## config.mk

```make
export PLATFORM = sky130hd
export DESIGN_NAME = mm256_queue
export DESIGN_NICKNAME = d
export VERILOG_FILES = /design/src/rtl/core/mm256_pkg.sv /design/src/rtl/core/mm256_queue.sv
export SDC_FILE = /design/constraint.sdc
export NUM_CORES = 1
export LEC_CHECK = 0
export ABC_AREA = 0
export BUFFER_PORTS_ARGS = -buffer_cell sky130_fd_sc_hd__buf_2
export CORE_AREA = 2 2 398 400
export DETAILED_ROUTE_END_ITERATION = 12
export DIE_AREA = 0 0 400 402
export PLACE_DENSITY_LB_ADDON = 0.3
export SLEW_MARGIN = 30
export SYNTH_ARGS = -nofsm -noshare
export SYNTH_HDL_FRONTEND = slang
export SYNTH_SLANG_ARGS = --single-unit
```

## constraint.sdc

```tcl
create_clock -name clk -period 23.6 [get_ports clk]
set_clock_uncertainty 0.2 [all_clocks]
set_input_delay 1.18 -clock clk [delete_from_list [all_inputs] [get_ports clk]]
set_output_delay 1.18 -clock clk [all_outputs]
set_load 0.01 [all_outputs]
```

## src/rtl/core/mm256_pkg.sv

```systemverilog
// Shared types and constants for the 256-bit Montgomery multiplier.
package mm256_pkg;

  localparam int WORD_W      = 64;
  localparam int NUM_WORDS   = 4;
  localparam int QUEUE_DEPTH = 2;

  // configuration register indexes
  localparam int CFG_IDX_W          = 3;
  localparam logic [2:0] CFG_MOD0   = 3'd0;
  localparam logic [2:0] CFG_MOD1   = 3'd1;
  localparam logic [2:0] CFG_MOD2   = 3'd2;
  localparam logic [2:0] CFG_MOD3   = 3'd3;
  localparam logic [2:0] CFG_NINV   = 3'd4;

  typedef logic [NUM_WORDS-1:0][WORD_W-1:0] word4_t;

  // operand pair as it travels on in_tdata: a in the low half
  typedef struct packed {
    word4_t b;
    word4_t a;
  } item_t;

  typedef enum logic [1:0] {
    ST_IDLE,
    ST_RUN,
    ST_DONE
  } eng_state_t;

  typedef struct packed {
    logic empty;
    logic full;
  } q_stat_t;

  typedef struct packed {
    logic start;
    logic finishing;
  } eng_stat_t;

endpackage

```

## src/rtl/core/mm256_queue.sv

```systemverilog
// Front queue: accepts operand items and holds them for the engine.
module mm256_queue #(
  parameter int DEPTH = mm256_pkg::QUEUE_DEPTH
) (
  input  logic               clk,
  input  logic               rst_n,
  input  logic               in_valid,
  output logic               in_ready,
  input  mm256_pkg::item_t   in_item,
  output logic               q_valid,
  input  logic               q_ready,
  output mm256_pkg::item_t   q_item,
  output mm256_pkg::q_stat_t q_stat
);

  localparam int PW = $clog2(DEPTH);
  localparam int CW = $clog2(DEPTH + 1);

  mm256_pkg::item_t mem_r [DEPTH];
  logic [PW-1:0] wr_ptr_r, wr_ptr_nxt;
  logic [PW-1:0] rd_ptr_r, rd_ptr_nxt;
  logic [CW-1:0] cnt_r, cnt_nxt;
  logic          push, pop;

  assign in_ready      = (cnt_r != CW'(DEPTH));
  assign q_valid       = (cnt_r != '0);
  assign q_item        = mem_r[rd_ptr_r];
  assign push          = in_valid && in_ready;
  assign pop           = q_valid && q_ready;
  assign q_stat.empty  = (cnt_r == '0);
  assign q_stat.full   = !in_ready;

  always_comb begin
    wr_ptr_nxt = wr_ptr_r;
    rd_ptr_nxt = rd_ptr_r;
    cnt_nxt    = cnt_r;
    if (push) begin
      wr_ptr_nxt = (wr_ptr_r == PW'(DEPTH - 1)) ? '0 : wr_ptr_r + 1'b1;
    end
    if (pop) begin
      rd_ptr_nxt = (rd_ptr_r == PW'(DEPTH - 1)) ? '0 : rd_ptr_r + 1'b1;
    end
    if (push && !pop) begin
      cnt_nxt = cnt_r + 1'b1;
    end else if (pop && !push) begin
      cnt_nxt = cnt_r - 1'b1;
    end
  end

  always_ff @(posedge clk) begin
    if (!rst_n) begin
      wr_ptr_r <= '0;
      rd_ptr_r <= '0;
      cnt_r    <= '0;
    end else begin
      wr_ptr_r <= wr_ptr_nxt;
      rd_ptr_r <= rd_ptr_nxt;
      cnt_r    <= cnt_nxt;
    end
  end

  always_ff @(posedge clk) begin
    if (push) begin
      mem_r[wr_ptr_r] <= in_item;
    end
  end

endmodule

```

# After elaboration in Yosys (flattened, before gate mapping)
# Memory sizes are Yosys's and may differ from the RTL's. A register that Yosys moved wholly into a read port is not among the register bits.
# Index checks and enable logic that the tools add are counted.
[totals] ff_bits=4 ramBits=1024 input_bits=516 out_inout_bits=516 elab_cells=27 mem_count=1
[mem_list] memory="mem_r" depth=2 width=512 rd=1 rd_clocked_by_memory_dff=1 wr=1 line="mm256_queue.sv:19" text="mm256_pkg::item_t mem_r [DEPTH];"
[op_classes] n_addsub=4 n_eq_ne=1 muxes=8 n_reduce_logical=10
[op_table] op="2-to-1 mux 1 bit" n=6
[op_table] op="logical AND 1 bit" n=4
[op_table] op="2-to-1 mux 2 bit" n=2
[op_table] op="nonzero test 2 bit" n=2
[op_table] op="zero test 1 bit" n=3
[op_table] op="adder 1 bit, second input constant" n=2
[op_table] op="adder 2 x 1 -> 2 bit, second input constant" n=1
[op_table] op="zero test 2 bit" n=1
[op_table] op="!= test 2 bit, second input constant" n=1
[op_table] op="subtractor 2 x 1 -> 2 bit, second input constant" n=1

# Longest topological paths before layout
[depth] depth_word=6 depth_mapped=7 depth_no_buf=7

# Worst setup path after synthesis
# OpenSTA, ideal clock, no wires.
[synth_timing] kind="input -> register" startpoint="input port in_valid" endpoint="register wr_ptr_r" setup_time_ns=0.149 arrival_ns=22.068 t_required_ns=23.251 slack_ns=1.183 path_stages=3 n_path_buf=0 cell_sequence="inv_1 -> nor3_2 -> o21a_1"
[synth_between] elab_chain_cells=1
[synth_rtl] item="start: declaration" line="mm256_queue.sv:7" text="input logic in_valid,"
[synth_rtl] item="logical AND 1 bit" line="mm256_queue.sv:28" text="assign push = in_valid && in_ready;"
[synth_rtl] item="end signal: assignment" line="mm256_queue.sv:56" text="wr_ptr_r <= wr_ptr_nxt;"
[synth_rtl] item="end: declaration" line="mm256_queue.sv:20" text="logic [PW-1:0] wr_ptr_r, wr_ptr_nxt;"
# No other way between the ends.
# A chain may end at the register's enable or synchronous reset.

==> parameters.txt <==
Parameter                              Value

Global routing
  Global-route wire length before repair    139 mm
  Via count of the first global-routing pass    19900
  Grt total ovfl    0
  Maximum number of pins on one net before global-route repair    157
  Total global routing track utilization    12.1%
  Initial antenna violation count    70

Route
  Via-to-Cell Ratio    3.98
  Routed len/inst    21.1 um
  Total detailed-routing wirelength    103 mm
  Detail Route Antenna Nets    0
  Drc violations    0
  Starting DRC count in detailed routing    888
  Router iterations before antenna repair    4
  DR vias    19500

Worst hold path
  Worst min-delay path category    flip-flop to flip-flop
  Hold Crit Endpoint    cnt_r[1]
  Beginning of the worst hold path    cnt_r[1]
  Hold path depth    2

Power and ir drop
  Reg power frac    45.1%
  LEAKAGE    17.3 nW
  Share of total power in the clock network    30.4%
  Pwr/cell area    108 nW/um^2
  Net switching share of the total power    28.4%
  Largest voltage drop on the vdd net    60.4 uV
  Gate power share    24.5%
  Power dissipated by switching net loads    1.48 mW
  Internal Dissipation    3.73 mW

Clocking
  Clock tree from TritonCTS    built
  Number of hold buffers added after cts    0
  Number of buffers inserted during clock tree synthesis    108
  CTS root buffer    sky130_fd_sc_hd__clkbuf_16
  Clock-pin slew of the registers on the worst-case setup and hold paths    0.07 ns
  Clock Sink Count    1029
  Max Buffers Root-to-Sink    3
  Total setup buffers inserted after CTS    0
  Number of instances resized during post-cts repair    0
  CTS H-Tree Depth    3
  Clock Latency Late Sink    0.69 ns

Synthesis
  Warnings, synthesis    0
  Sequential cell area fraction in the yosys report    82.5%
  Area leader, netlist    sky130_fd_sc_hd__edfxtp_1
  FF+latch count, synth    1029
  Netlist area before placement    37400 sq um
  Yosys top cell area share    82.2%
  Cell count after synthesis    1619
  Async set-reset flop share out of synthesis    0%
  Predominant post-synthesis flop cell    sky130_fd_sc_hd__edfxtp_1
  Post-Synthesis Net Count    2136
  Synth cell count leaders    sky130_fd_sc_hd__edfxtp_1 (1024), sky130_fd_sc_hd__mux2_2 (512), sky130_fd_sc_hd__buf_6 (46), sky130_fd_sc_hd__clkbuf_8 (8), sky130_fd_sc_hd__dfxtp_1 (5)
  Number of library cell types mapped by synthesis    21
  Leading post-synthesis cells by cell area    sky130_fd_sc_hd__edfxtp_1 (82%), sky130_fd_sc_hd__mux2_2 (15%), sky130_fd_sc_hd__buf_6 (1.4%)
  Most frequent cell after synthesis    sky130_fd_sc_hd__edfxtp_1
  Post-synth EDFFs    1024
  Synthesized area per cell    23.1 sq um

Cells and area
  Synthesis-to-finish area growth    28.8%
  Final net count    3242
  Total of fill cells in the finished design    15600
  Fraction of final layout cells sized beyond drive strength 1    60.5%

Timing
  Highest clock rate    0.162 GHz
  Total setup violations reported at the end of the flow    0
  Transition time at the pin with the least slew margin    0.956 ns
  Endpoints failing hold    0
  Number of max-slew violations in the final report    0
  Setup repair after global routing missed its margin    no
  Worst relative slew slack    36.3%
  Final critical path time including I/O delays and setup    6.18 ns
  Sum of negative setup slack    0 ns
  Worst hold margin    0.329 ns
  Final worst-path cycle share    26.2%

Floorplan
  CORE AREA    157000 sq um
  Vert. Die Dim    402 um
  Horizontal extent of the die    400 um
  Initial core utilization    23.8%
  Total I/O pin count    1032
  DIE AREA    161000 sq um
  Core Rows    146

Worst setup path
  Startpoint types    flip-flop
  Cell repeated most along the worst path    sky130_fd_sc_hd__buf_4
  R2r worst-path depth    8
  Type of the setup path with the least slack    flip-flop to primary output
  Beginning of the worst register-to-register path    cnt_r[0]
  Kind of end point of the critical path    primary output
  CP cell instances    buf_12, buf_16, buf_4, buf_4, mux2_2, buf_2
  Crit path max-delay cell type    sky130_fd_sc_hd__dfxtp_4
  Reg-to-reg critical path endpoint    mem_r[0][368]
  Crit path arrival time    4.80 ns
  Crit Path Max Fanout    107
  Minimum setup slack among reg-to-reg paths    18.28 ns
  Endpoint required time on the critical path    22.22 ns
  Slowest cell delay on critical path    0.88 ns

Run
  Max-Cap Viols    0

Placement
  Final HPWL DP    73.6 mm
  Global placement routability congestion    0.836
  Port Buffer Count    1031

Outcome
  Status    finished clean
power groups by stage:
stage	registers, mW	clock network [mW]	logic, mW
floorplan	2.55	0	0.790
global placement	2.39	0	1.30
detailed placement	2.40	0	1.30
CTS	2.36	1.65	1.30
global route	2.38	1.71	1.36
finish	2.36	1.58	1.28
layer usage:
layer	GRT usage [%]	up-vias	part of all wire, %
li1	-	8735	-
met1	12.6	9726	36
met2	21.1	735	50
met3	5.54	250	10
met4	4.85	68	3.3
met5	0	-	0.41
worst max path at each step:
stage / from / end / slack (ns) / cells past startpoint
2_1_floorplan: in_valid / wr_ptr_r / 1.18 / 3
3_3_place_gp: in_valid / mem_r[0][232] / 16.81 / 8
3_5_place_dp: in_valid / mem_r[0][393] / 17.11 / 8
4_1_cts: flip-flop / q_item[491] / 17.23 / 5
5_1_grt: flip-flop / q_item[235] / 17.05 / 6
6_report: flip-flop / q_item[302] / 17.42 / 6
cell type report:
cell class	count	area [sq um]	area share, %
multi-input combinational	530	5910	12.3
timing repair buffer	1053	5460	11.3
clock buffer	140	2870	5.95
inverter	3	11.3	0.0234
clock inverter	53	428	0.889
tap	2072	2590	5.38
sequential	1029	30900	64.1
antenna	17	42.5	0.0883
cells in the final DEF, fill, tap and decap left out, types with 2 or more instances in the layout:
cell type,n
sky130_fd_sc_hd__a21boi_0,2
sky130_fd_sc_hd__and2_1,3
sky130_fd_sc_hd__buf_12,5
sky130_fd_sc_hd__buf_16,3
sky130_fd_sc_hd__buf_2,1031
sky130_fd_sc_hd__buf_4,11
sky130_fd_sc_hd__buf_6,3
sky130_fd_sc_hd__bufinv_16,4
sky130_fd_sc_hd__clkbuf_1,30
sky130_fd_sc_hd__clkbuf_16,110
sky130_fd_sc_hd__clkinv_1,33
sky130_fd_sc_hd__clkinv_16,3
sky130_fd_sc_hd__clkinv_2,8
sky130_fd_sc_hd__clkinv_4,3
sky130_fd_sc_hd__dfxtp_1,4
sky130_fd_sc_hd__diode_2,17
sky130_fd_sc_hd__edfxtp_1,1024
sky130_fd_sc_hd__inv_1,3
sky130_fd_sc_hd__mux2_2,512
sky130_fd_sc_hd__xnor2_1,2
worst max-delay path: cells and delay by family, from the launching register on:
kind                   cells  cell delay [ns]
muxes                      1             0.42
DFF                        1             0.88
buffers and inverters      5             2.48
state kept, by name, summed over array words and instances, names as in the netlist, named ones only:
signal / count
cnt_r: 2
mem_r: 1024
rd_ptr_r: 1
wr_ptr_r: 1
cells by family after synthesis:
| logic type | Yosys count | synth area share, % |
|---|---|---|
| flip-flops | 1029 | 82.5 |
| multiplexers | 512 | 15.4 |
| buffers and inverters | 60 | 1.75 |
| AND/OR/NAND/NOR | 9 | 0.154 |
| AO/OA/AOI/OAI | 5 | 0.0870 |
| XOR/XNOR | 3 | 0.0703 |
| adder cells (fa/ha/maj) | 1 | 0.0335 |
metrics by stage:
stage | instance area, sq um | worst slack (ns) | power (mW) | utilization, % | std cells
2_1_floorplan | 37400 | 1.18 | 3.34 | - | 1619
6_report | 48200 | 17.42 | 5.22 | 30.7 | 4897
3_3_place_gp | 44700 | 16.81 | 3.69 | 28.5 | 4683
3_5_place_dp | 44800 | 17.11 | 3.70 | 28.5 | 4685
5_1_grt | 48100 | 17.05 | 5.45 | 30.6 | 4889
4_1_cts | 48100 | 17.23 | 5.31 | 30.6 | 4878
No activity file was read; power rests on OpenSTA's default activity.
